[src/rtl/cmrp_pkg.sv]
// shared types, widths and status codes of the coap response header parser
package cmrp_pkg;

   localparam int MAX_PACKET_BYTES_DEF = 1024;

   localparam int STATUS_W = 3;
   localparam int CODE_W   = 8;
   localparam int MSG_ID_W = 16;
   localparam int OFFSET_W = 11;
   localparam int SKIP_W   = 4;

   localparam logic [STATUS_W-1:0] STATUS_OK        = 3'd0;
   localparam logic [STATUS_W-1:0] STATUS_SHORT     = 3'd1;
   localparam logic [STATUS_W-1:0] STATUS_BAD_CODE  = 3'd2;
   localparam logic [STATUS_W-1:0] STATUS_NO_MARKER = 3'd3;
   localparam logic [STATUS_W-1:0] STATUS_TOO_LONG  = 3'd4;

   localparam logic [7:0] LEN_NIBBLE_MASK = 8'h0F;
   localparam logic [7:0] CLASS_MASK      = 8'hE0;
   localparam logic [7:0] CLASS_SUCCESS   = 8'h40;
   localparam logic [7:0] PAYLOAD_MARKER  = 8'hFF;
   localparam int         HEADER_BYTES    = 4;

   typedef struct packed {
      logic [7:0] packet_byte;
      logic       last_byte;
   } item_type;

   typedef struct packed {
      logic [STATUS_W-1:0] status;
      logic [CODE_W-1:0]   reply_code;
      logic [MSG_ID_W-1:0] msg_ident;
      logic [OFFSET_W-1:0] payload_offset;
   } result_type;

endpackage

[src/rtl/cmrp_in.sv]
// input register stage holding one received byte
module cmrp_in (
   input  logic              clock,
   input  logic              reset,
   input  logic              req_valid,
   output logic              req_ready,
   input  logic [7:0]        req_packet_byte,
   input  logic              req_last_byte,
   output logic              item_valid,
   output cmrp_pkg::item_type item,
   input  logic              item_take
);
   import cmrp_pkg::*;

   logic     valid_ff, valid_in;
   item_type item_ff, item_in;

   assign req_ready = !valid_ff || item_take;

   always_comb begin
      valid_in = valid_ff;
      item_in  = item_ff;
      if (item_take) begin
         valid_in = 1'b0;
      end
      if (req_valid && req_ready) begin
         valid_in            = 1'b1;
         item_in.packet_byte = req_packet_byte;
         item_in.last_byte   = req_last_byte;
      end
   end

   always_ff @(posedge clock) begin
      if (reset) begin
         valid_ff <= 1'b0;
      end else begin
         valid_ff <= valid_in;
      end
      item_ff <= item_in;
   end

   assign item_valid = valid_ff;
   assign item       = item_ff;
endmodule

[src/rtl/cmrp_parse.sv]
// header, token and option scan state with the per-datagram result logic
module cmrp_parse #(
   parameter int MAX_PACKET_BYTES = cmrp_pkg::MAX_PACKET_BYTES_DEF
) (
   input  logic                 clock,
   input  logic                 reset,
   input  logic                 item_valid,
   input  cmrp_pkg::item_type   item,
   output logic                 item_take,
   input  logic                 out_free,
   output logic                 res_valid,
   output cmrp_pkg::result_type res
);
   import cmrp_pkg::*;

   localparam int POS_W = $clog2(MAX_PACKET_BYTES + 1);
   localparam logic [POS_W-1:0] POS_LIMIT = POS_W'(MAX_PACKET_BYTES);

   typedef enum logic [2:0] {
      PH_HEADER,
      PH_TOKEN,
      PH_SEEK,
      PH_OPTSKIP,
      PH_DONE
   } phase_type;

   phase_type          phase_ff, phase_in;
   logic [POS_W-1:0]   pos_ff, pos_in;
   logic [SKIP_W-1:0]  skip_ff, skip_in;
   logic [CODE_W-1:0]  code_ff, code_in;
   logic [MSG_ID_W-1:0] id_ff, id_in;
   logic [POS_W-1:0]   mark_ff, mark_in;
   logic               found_ff, found_in;
   logic               over_ff, over_in;
   logic [SKIP_W-1:0]  skip_dec;
   logic [SKIP_W-1:0]  nibble;
   logic               fire;

   // a last byte needs room in the result register, other bytes never wait
   assign fire      = item_valid && (!item.last_byte || out_free);
   assign item_take = fire;
   assign nibble    = SKIP_W'(item.packet_byte & LEN_NIBBLE_MASK);
   assign skip_dec  = (skip_ff != '0) ? skip_ff - SKIP_W'(1) : skip_ff;

   always_comb begin
      phase_in = phase_ff;
      pos_in   = pos_ff;
      skip_in  = skip_ff;
      code_in  = code_ff;
      id_in    = id_ff;
      mark_in  = mark_ff;
      found_in = found_ff;
      over_in  = over_ff;

      if (over_ff || pos_ff >= POS_LIMIT) begin
         over_in = 1'b1;
      end else begin
         pos_in = pos_ff + POS_W'(1);
         case (phase_ff)
            PH_HEADER: begin
               if (pos_ff == POS_W'(0)) begin
                  skip_in = nibble;
               end else if (pos_ff == POS_W'(1)) begin
                  code_in = item.packet_byte;
               end else if (pos_ff == POS_W'(2)) begin
                  id_in = {item.packet_byte, 8'h00};
               end else begin
                  id_in    = {id_ff[MSG_ID_W-1:8], item.packet_byte};
                  phase_in = (skip_ff != '0) ? PH_TOKEN : PH_SEEK;
               end
            end
            PH_TOKEN, PH_OPTSKIP: begin
               skip_in = skip_dec;
               if (skip_dec == '0) begin
                  phase_in = PH_SEEK;
               end
            end
            PH_SEEK: begin
               if (item.packet_byte == PAYLOAD_MARKER) begin
                  found_in = 1'b1;
                  mark_in  = pos_ff + POS_W'(1);
                  phase_in = PH_DONE;
               end else begin
                  skip_in = nibble;
                  if (nibble != '0) begin
                     phase_in = PH_OPTSKIP;
                  end
               end
            end
            default: begin
               // payload bytes after the marker are ignored
            end
         endcase
      end

      res = '0;
      if (over_in) begin
         res.status = STATUS_TOO_LONG;
      end else if (pos_in < POS_W'(HEADER_BYTES)) begin
         res.status = STATUS_SHORT;
      end else begin
         res.reply_code = code_in;
         res.msg_ident  = id_in;
         if ((code_in & CLASS_MASK) != CLASS_SUCCESS) begin
            res.status = STATUS_BAD_CODE;
         end else if (!found_in) begin
            res.status = STATUS_NO_MARKER;
         end else begin
            res.status         = STATUS_OK;
            res.payload_offset = OFFSET_W'(mark_in);
         end
      end
   end

   assign res_valid = fire && item.last_byte;

   always_ff @(posedge clock) begin
      if (reset || res_valid) begin
         phase_ff <= PH_HEADER;
         pos_ff   <= '0;
         skip_ff  <= '0;
         code_ff  <= '0;
         id_ff    <= '0;
         mark_ff  <= '0;
         found_ff <= 1'b0;
         over_ff  <= 1'b0;
      end else if (fire) begin
         phase_ff <= phase_in;
         pos_ff   <= pos_in;
         skip_ff  <= skip_in;
         code_ff  <= code_in;
         id_ff    <= id_in;
         mark_ff  <= mark_in;
         found_ff <= found_in;
         over_ff  <= over_in;
      end
   end
endmodule

[src/rtl/cmrp_out.sv]
// result register driving the response channel
module cmrp_out (
   input  logic                 clock,
   input  logic                 reset,
   input  logic                 res_valid,
   input  cmrp_pkg::result_type res,
   output logic                 out_free,
   output logic                 rsp_valid,
   input  logic                 rsp_ready,
   output logic [cmrp_pkg::STATUS_W-1:0] rsp_status,
   output logic [cmrp_pkg::CODE_W-1:0]   rsp_reply_code,
   output logic [cmrp_pkg::MSG_ID_W-1:0] rsp_msg_ident,
   output logic [cmrp_pkg::OFFSET_W-1:0] rsp_payload_offset
);
   import cmrp_pkg::*;

   logic       valid_ff, valid_in;
   result_type data_ff, data_in;

   assign out_free = !valid_ff || rsp_ready;

   always_comb begin
      valid_in = valid_ff;
      data_in  = data_ff;
      if (rsp_ready) begin
         valid_in = 1'b0;
      end
      if (res_valid) begin
         valid_in = 1'b1;
         data_in  = res;
      end
   end

   always_ff @(posedge clock) begin
      if (reset) begin
         valid_ff <= 1'b0;
      end else begin
         valid_ff <= valid_in;
      end
      data_ff <= data_in;
   end

   assign rsp_valid          = valid_ff;
   assign rsp_status         = data_ff.status;
   assign rsp_reply_code     = data_ff.reply_code;
   assign rsp_msg_ident      = data_ff.msg_ident;
   assign rsp_payload_offset = data_ff.payload_offset;
endmodule

[src/rtl/coap_response_header_parser.sv]
// top level of the coap response header parser
// throughput: one datagram byte per cycle while the response side keeps up
// result path: the last byte is registered in the input register, then the
//   parse logic runs from the input register into the result register
// reset: synchronous, clears the parse state and both valid flags
module coap_response_header_parser #(
   parameter int MAX_PACKET_BYTES = cmrp_pkg::MAX_PACKET_BYTES_DEF
) (
   input  logic                              clock,
   input  logic                              reset,
   input  logic                              req_valid,
   output logic                              req_ready,
   input  logic [7:0]                        req_packet_byte,
   input  logic                              req_last_byte,
   output logic                              rsp_valid,
   input  logic                              rsp_ready,
   output logic [cmrp_pkg::STATUS_W-1:0]     rsp_status,
   output logic [cmrp_pkg::CODE_W-1:0]       rsp_reply_code,
   output logic [cmrp_pkg::MSG_ID_W-1:0]     rsp_msg_ident,
   output logic [cmrp_pkg::OFFSET_W-1:0]     rsp_payload_offset
);
   import cmrp_pkg::*;

   logic       item_valid;
   item_type   item;
   logic       item_take;
   logic       out_free;
   logic       res_valid;
   result_type res;

   cmrp_in u_in (
      .clock           (clock),
      .reset           (reset),
      .req_valid       (req_valid),
      .req_ready       (req_ready),
      .req_packet_byte (req_packet_byte),
      .req_last_byte   (req_last_byte),
      .item_valid      (item_valid),
      .item            (item),
      .item_take       (item_take)
   );

   cmrp_parse #(
      .MAX_PACKET_BYTES (MAX_PACKET_BYTES)
   ) u_parse (
      .clock      (clock),
      .reset      (reset),
      .item_valid (item_valid),
      .item       (item),
      .item_take  (item_take),
      .out_free   (out_free),
      .res_valid  (res_valid),
      .res        (res)
   );

   cmrp_out u_out (
      .clock              (clock),
      .reset              (reset),
      .res_valid          (res_valid),
      .res                (res),
      .out_free           (out_free),
      .rsp_valid          (rsp_valid),
      .rsp_ready          (rsp_ready),
      .rsp_status         (rsp_status),
      .rsp_reply_code     (rsp_reply_code),
      .rsp_msg_ident      (rsp_msg_ident),
      .rsp_payload_offset (rsp_payload_offset)
   );
endmodule

[config.mk]
export PLATFORM = sky130hd
export DESIGN_NAME = coap_response_header_parser
export DESIGN_NICKNAME = d
export VERILOG_FILES = /design/src/rtl/cmrp_pkg.sv /design/src/rtl/cmrp_in.sv /design/src/rtl/cmrp_parse.sv /design/src/rtl/cmrp_out.sv /design/src/rtl/coap_response_header_parser.sv
export SDC_FILE = /design/constraint.sdc
export NUM_CORES = 1
export LEC_CHECK = 0
export BUFFER_PORTS_ARGS = -buffer_cell sky130_fd_sc_hd__buf_4
export CORE_MARGIN = 3
export CORE_UTILIZATION = 50
export CTS_BUF_LIST = sky130_fd_sc_hd__clkbuf_4 sky130_fd_sc_hd__clkbuf_8 sky130_fd_sc_hd__clkbuf_16
export DETAILED_ROUTE_END_ITERATION = 10
export PLACE_DENSITY_LB_ADDON = 0.08
export SYNTH_ARGS = -nofsm -noshare
export SYNTH_HDL_FRONTEND = slang
export SYNTH_SLANG_ARGS = --single-unit
[constraint.sdc]
create_clock -name clock -period 3.1 [get_ports clock]
set_input_delay 0.465 -clock clock [delete_from_list [all_inputs] [get_ports clock]]
set_output_delay 0.465 -clock clock [all_outputs]
set_load 0.005 [all_outputs]
==> results of run 1 <==
[cells by family (layout without fill, tap and decap cells)]
logic type / after synthesis / in the layout / share of synthesized area
compound gates: 85 / 85 / 0.1152
xor+xnor: 18 / 18 / 0.03189
fa+ha+maj: 5 / 5 / 0.01266
buf+inv: 40 / 85 / 0.03265
flops: 104 / 104 / 0.5163
mux: 47 / 47 / 0.09567
simple gates: 196 / 196 / 0.1956
[flip-flops by register name, indices dropped and copies added, names as in the netlist]
signal / cells
u_out.rsp_payload_offset: 11
u_parse.skip_ff: 4
u_out.rsp_status: 3
u_parse.over_ff: 1
u_in.item_valid: 1
u_parse.pos_ff: 11
u_parse.phase_ff: 3
u_parse.found_ff: 1
u_out.rsp_reply_code: 8
u_parse.code_ff: 8
u_out.rsp_valid: 1
u_parse.id_ff: 16
u_out.rsp_msg_ident: 16
u_parse.mark_ff: 11
u_in.item: 9
[synthesized netlist by cell type (4+ instances only)]
| cell type | n |
|---|---|
| a211oi_1 | 9 |
| a21oi_1 | 25 |
| and2_1 | 11 |
| buf_1 | 4 |
| buf_2 | 9 |
| clkbuf_1 | 19 |
| dfxtp_1 | 57 |
| edfxtp_1 | 47 |
| ha_1 | 5 |
| inv_1 | 8 |
| mux2i_1 | 45 |
| nand2_1 | 37 |
| nand2b_1 | 4 |
| nand3_1 | 8 |
| nand4_1 | 8 |
| nor2_1 | 76 |
| nor3_1 | 18 |
| o21a_1 | 5 |
| o21ai_0 | 22 |
| or2_2 | 5 |
| xnor2_1 | 11 |
| xor2_1 | 7 |
[worst max-delay path: stages, from the launching register on]
cell	delay, ns
dfxtp_1	0.50
ha_1	0.32
and4_1	0.35
a41oi_1	0.15
a311oi_1	0.48
o41ai_4	0.09
buf_4	0.27
a2111oi_0	0.32
[layout make-up]
class,instances,area (sq um)
multi-input cells,351,2243
well taps,129,161.4
clock buffers,10,137.6
clock inverters,6,50.05
fillers,813,3782
repair buffers,61,457.9
inverters,8,30.03
flip-flops and latches,104,2552
[path summary, 6_finish.rpt]
check / startpoint / to / slack [ns] / cells past startpoint
min reg2reg: u_parse.mark_ff[4]$_SDFFE_PP0P_ / u_parse.mark_ff[4]$_SDFFE_PP0P_ / 0.46 / 2
max: u_parse.pos_ff[0]$_SDFFE_PP0P_ / u_out.rsp_payload_offset[5]$_SDFFCE_PP0P_ / 0.42 / 7
min: req_packet_byte[1] / u_in.item[2]$_DFFE_PP_ / 0.26 / 1
max reg2reg: u_parse.pos_ff[0]$_SDFFE_PP0P_ / u_out.rsp_payload_offset[5]$_SDFFCE_PP0P_ / 0.42 / 7
[cells in the final DEF (no fill, tap or decap), types with 18 or more instances in the layout]
| cell | instances |
|---|---|
| dfxtp_1 | 57 |
| nor3_1 | 18 |
| edfxtp_1 | 47 |
| o21ai_0 | 22 |
| a21oi_1 | 25 |
| nand2_1 | 37 |
| mux2i_1 | 45 |
| nor2_1 | 76 |
| buf_4 | 61 |
[metrics by stage]
step | util | cells | area (sq um) | hold WS [ns]
after detailed placement | 0.5777 | 653 | 5439 | 0.4517
after floorplan | - | 495 | 4943 | 0.4338
final | 0.5983 | 669 | 5633 | 0.2637
after global routing | 0.5983 | 669 | 5633 | 0.2429
after CTS | 0.5976 | 669 | 5627 | 0.2452
after global placement | 0.5777 | 653 | 5439 | 0.4404
[metal layers]
| metal | up-vias | track usage | wire length (um) | part of all wire |
|---|---|---|---|---|
| met5 | - | 0 | 0 | 0 |
| met4 | 0 | 0.05998 | 132 | 0.013 |
| met3 | 15 | 0.03368 | 502 | 0.048 |
| met2 | 78 | 0.3078 | 4759 | 0.46 |
| met1 | 1782 | 0.2726 | 5020 | 0.48 |
| li1 | 1857 | - | - | - |
[power by group through the flow]
| stage | Clock (uW) | Sequential (uW) | Combinational [uW] |
|---|---|---|---|
| 2_1_floorplan | 0 | 1510 | 127 |
| 3_3_place_gp | 0 | 1520 | 187 |
| 3_5_place_dp | 0 | 1520 | 190 |
| 4_1_cts | 834 | 1490 | 191 |
| 5_1_grt | 878 | 1490 | 210 |
| 6_report | 805 | 1490 | 189 |
==> run metrics, run 1 <==
PnR worst setup slack=0.4152 ns; Final min period=2.685 ns; area of the core region=9415 sq um; most frequently used flop master after synthesis=dfxtp_1; boundary pin count=53; # diodes=0; routed wirelength normalized by instance count=15.57 um; height of the die=105.4 um; CTS tree=yes; fin. max-slew vios=0; initial antenna violation count=0; library cell occupying the most area in the post-synthesis netlist=edfxtp_1; unrepaired setup endpoints after global routing=false; clock network power share=0.325; class of the tightest hold or removal check=primary input to flop; number of global-route vias before repair=3579; instance count of the mapped netlist=495; layout cell share with drive strength beyond 1=0.1796; row count=35; Detailed Routing Iterations Pass 1=4; number of failing hold endpoints at the final stage=0; Critical Path RT=3.26 ns; layout overhead on the synthesized area=13.95%; part of the power in registers=0.599; CTS Hold Buffers Added=0; synthesized flop and latch total=104; Detail Placement HPWL=7.061 mm; MaxCap Viol Count=0; clock skew after layout=0.01428 ns; drt drc=0; Max-slew headroom=0.3157; net switching power of the design=616.4 uW; Comb pwr share=0.076; Inserted Clock Buffers=9; Power per Cell Area=440.4 nW/um^2; # setup viols final=0; clock edge transition at the registers on the reported setup and hold paths=0.10 ns; critical path class=flop to flop; count of nets after finishing=553; proportion of netlist area held by the largest area contributor=0.2855; leakage component of the power=0.001945 uW; routability-driven placement congestion ratio=0.7903; number of warnings issued by yosys=0; crit path max fanout=36; number of gates given a new drive strength after cts=0; count of input and output buffers=52; number of H-tree levels=3; internal power contribution=1865 uW; total standard cell area after synthesis=4943 sq um; category of the worst setup path launch point=flop; overall fraction of global-route tracks in use=0.1944; initial DRC count=190; clock sink count=104; sequential-to-total area share from yosys stat=0.5163; fmax=372.5 MHz; synthesized area per cell=9.987 sq um; via count=3732; Syn Nets=513; starting utilization of the core area=0.5250; count of unique library cells instantiated by Yosys=58; total congestion overflow=0; maximum number of pins on one net before global-route repair=52; worst skew pair latency=0.37 ns; Peak VDD IR=0.2766 mV; number of enable flip-flop cells after synthesis=47; Final TNS setup=0 ns; Horiz. Die Dim=105.4 um; sum of internal, switching and leakage power=2481 uW; vias per cell=5.578; final period utilization=0.8660; main area contributors after synthesis=edfxtp_1 (29%), dfxtp_1 (23%), mux2i_1 (9.1%); CP Data Arrival Time=2.84 ns; clk buf depth=2; total wirelength of the detailed-routed design=10.41 mm; wire length of the first global-routing pass=17.44 mm; run status=completed; slew at the pin closest to its max-slew limit=1.027 ns; post-route antenna net violation count=0; category of the worst setup path capture point=flop; Worst Setup Slack post-DPL=0.4197 ns; full die area=11120 sq um; switching part of the total power=0.2484; Clock Tree Root=clkbuf_8; share of async-settable or async-resettable flops after synthesis=0; setup fix buffers added after clock tree synthesis=0
Power figures use the tool's default switching activity.
==> run 2: changes to the inputs <==
ABC_AREA = 0   (was not set)
CELL_PAD_IN_SITES_DETAIL_PLACEMENT = 2   (was not set)
CELL_PAD_IN_SITES_GLOBAL_PLACEMENT = 2   (was not set)
CORE_UTILIZATION = 40   (was 50)
clock period = 3.5 ns   (was 3.1 ns; I/O delays follow)
==> run metrics, run 2 (synthesis gave the netlist of run 1 again) <==
class of the tightest hold or removal check=primary input to flop; clock skew after layout=0.006495 ns (-0.007786 ns); setup slack of the worst register-to-register path=0.49 ns (+0.08 ns); category of the worst setup path capture point=flop; Critical Path RT=3.61 ns (+0.35 ns); MaxCap Viol Count=0 (unchanged); Power per Cell Area=438.8 nW/um^2 (-0.36%); crit path max fanout=13 (-64%); slew at the pin closest to its max-slew limit=1.091 ns (+0.06439 ns); CTS Hold Buffers Added=0 (unchanged); # diodes=0 (unchanged); routed wirelength normalized by instance count=20.50 um (+32%); run status=completed; count of nets after finishing=551 (-0.36%); Critical Path Sink=u_out.rsp_payload_offset[8]$_SDFFCE_PP0P_; final period utilization=0.8597 (-0.006332); row count=39 (+11%); leakage component of the power=0.001970 uW (+1.3%); Final TNS setup=0 ns (unchanged); clk buf depth=2 (unchanged); routability-driven placement congestion ratio=0.8712 (+10%); total congestion overflow=0 (unchanged); clock edge transition at the registers on the reported setup and hold paths=0.07 ns (-0.03 ns); wire length of the first global-routing pass=23.20 mm (+33%); layout cell share with drive strength beyond 1=0.1729 (-0.006767); full die area=13730 sq um (+23%); category of the worst setup path launch point=flop; CTS tree=yes; fmax=332.3 MHz (-11%); setup fix buffers added after clock tree synthesis=0 (unchanged); area of the core region=11760 sq um (+25%); startpoint of the worst register-to-register path=u_parse.pos_ff[5]$_SDFFE_PP0P_; Horiz. Die Dim=117.2 um (+11%); clock sink count=104 (unchanged); worst skew pair latency=0.36 ns (about the same); unrepaired setup endpoints after global routing=false; initial DRC count=246 (+29%); overall fraction of global-route tracks in use=0.2214 (+0.02695); R2R depth=5 (-2); sum of internal, switching and leakage power=2527 uW (+1.9%); number of global-route vias before repair=4204 (+17%); most common library cell in the layout ignoring fill and taps=nor2_1; # setup viols final=0 (unchanged); boundary pin count=53 (unchanged); Peak VDD IR=0.1921 mV (-31%); fin. max-slew vios=0 (unchanged); number of H-tree levels=3 (unchanged); launching instance or port of the critical path=u_parse.pos_ff[5]$_SDFFE_PP0P_; number of gates given a new drive strength after cts=0 (unchanged); Final min period=3.009 ns (+0.3243 ns); vias per cell=5.563 (-0.28%); Detailed Routing Iterations Pass 1=4 (unchanged); maximum number of pins on one net before global-route repair=52 (unchanged); initial antenna violation count=0 (unchanged); layout filler cell count=1251 (+54%); filler-free cell count of the finished design=702 (+4.9%); CP Data Arrival Time=3.12 ns (+0.28 ns); Detail Placement HPWL=9.885 mm (+40%); count of input and output buffers=52 (unchanged); most frequent cells in the layout=nor2_1 (76), buf_4 (59), dfxtp_1 (57); post-route antenna net violation count=0 (unchanged); Placed Cells incl. Taps=686 (+5.1%); starting utilization of the core area=0.4204 (-0.1047); drt drc=0 (unchanged); Inserted Clock Buffers=9 (unchanged); layout overhead on the synthesized area=16.48%; total wirelength of the detailed-routed design=14.39 mm (+38%); via count=3905 (+4.6%); height of the die=117.2 um (+11%); Max-slew headroom=0.2727 (-0.04293); Clock Tree Root=clkbuf_16; critical path class=flop to flop; hold_ws=0.3412 ns (+0.07750 ns); reg2reg end=u_out.rsp_payload_offset[8]$_SDFFCE_PP0P_; number of failing hold endpoints at the final stage=0 (unchanged)
run 2: critical path, cell delays in order (launching register included):
cell and delay (ns):
dfxtp_1 0.46, nor4_2 0.56, nand3_1 0.32, nor4_1 0.45, o22ai_1 0.43, a2111oi_1 0.53
run 2: how the worst min path moves through the flow:
stage / from / end / slack (ns) / cells after the start
floorplan: u_parse.mark_ff[4]$_SDFFE_PP0P_ / u_parse.mark_ff[4]$_SDFFE_PP0P_ / 0.43 / 2
global placement: u_parse.mark_ff[4]$_SDFFE_PP0P_ / u_parse.mark_ff[4]$_SDFFE_PP0P_ / 0.44 / 2
detailed placement: u_parse.id_ff[14]$_SDFFE_PP0P_ / u_parse.id_ff[14]$_SDFFE_PP0P_ / 0.48 / 2
CTS: req_last_byte / u_in.item[0]$_DFFE_PP_ / 0.34 / 1
global route: req_last_byte / u_in.item[0]$_DFFE_PP_ / 0.33 / 1
finish: req_packet_byte[3] / u_in.item[4]$_DFFE_PP_ / 0.34 / 1
run 2: area by class of cell:
type | instances | area [sq um] | area share
Timing Repair Buffer | 59 | 442.9 | 0.07692
Clock inverter | 6 | 57.56 | 0.009996
Multi-Input combinational cell | 351 | 2237 | 0.3885
Tap cell | 164 | 205.2 | 0.03564
Inverter | 8 | 30.03 | 0.005215
Clock buffer | 10 | 232.7 | 0.04042
Sequential cell | 104 | 2552 | 0.4433
run 2: per-stage QoR:
| step | utilization | setup WS, ns | instance area [sq um] |
|---|---|---|---|
| 2_1_floorplan | - | 0.9034 | 4943 |
| 5_1_grt | 0.4896 | 0.1942 | 5758 |
| 6_report | 0.4896 | 0.4910 | 5758 |
| 3_3_place_gp | 0.4649 | 0.8661 | 5468 |
| 4_1_cts | 0.4896 | 0.5450 | 5758 |
| 3_5_place_dp | 0.4649 | 0.6020 | 5468 |
run 2: layer usage:
| layer | wire (um) | track usage | share of wire | vias to the layer above |
|---|---|---|---|---|
| met1 | 6804 | 0.2947 | 0.47 | 1980 |
| li1 | - | - | - | 1854 |
| met3 | 334 | 0.02776 | 0.023 | 13 |
| met5 | 0 | 0 | 0 | - |
| met4 | 185 | 0.06651 | 0.013 | 0 |
| met2 | 7069 | 0.3767 | 0.49 | 58 |
run 2: where the power goes:
part           switching, uW  leakage [uW]  internal, uW
Combinational            105      0.000930          72.7
Clock                    468      0.000147           560
Sequential              30.3      0.000893          1290
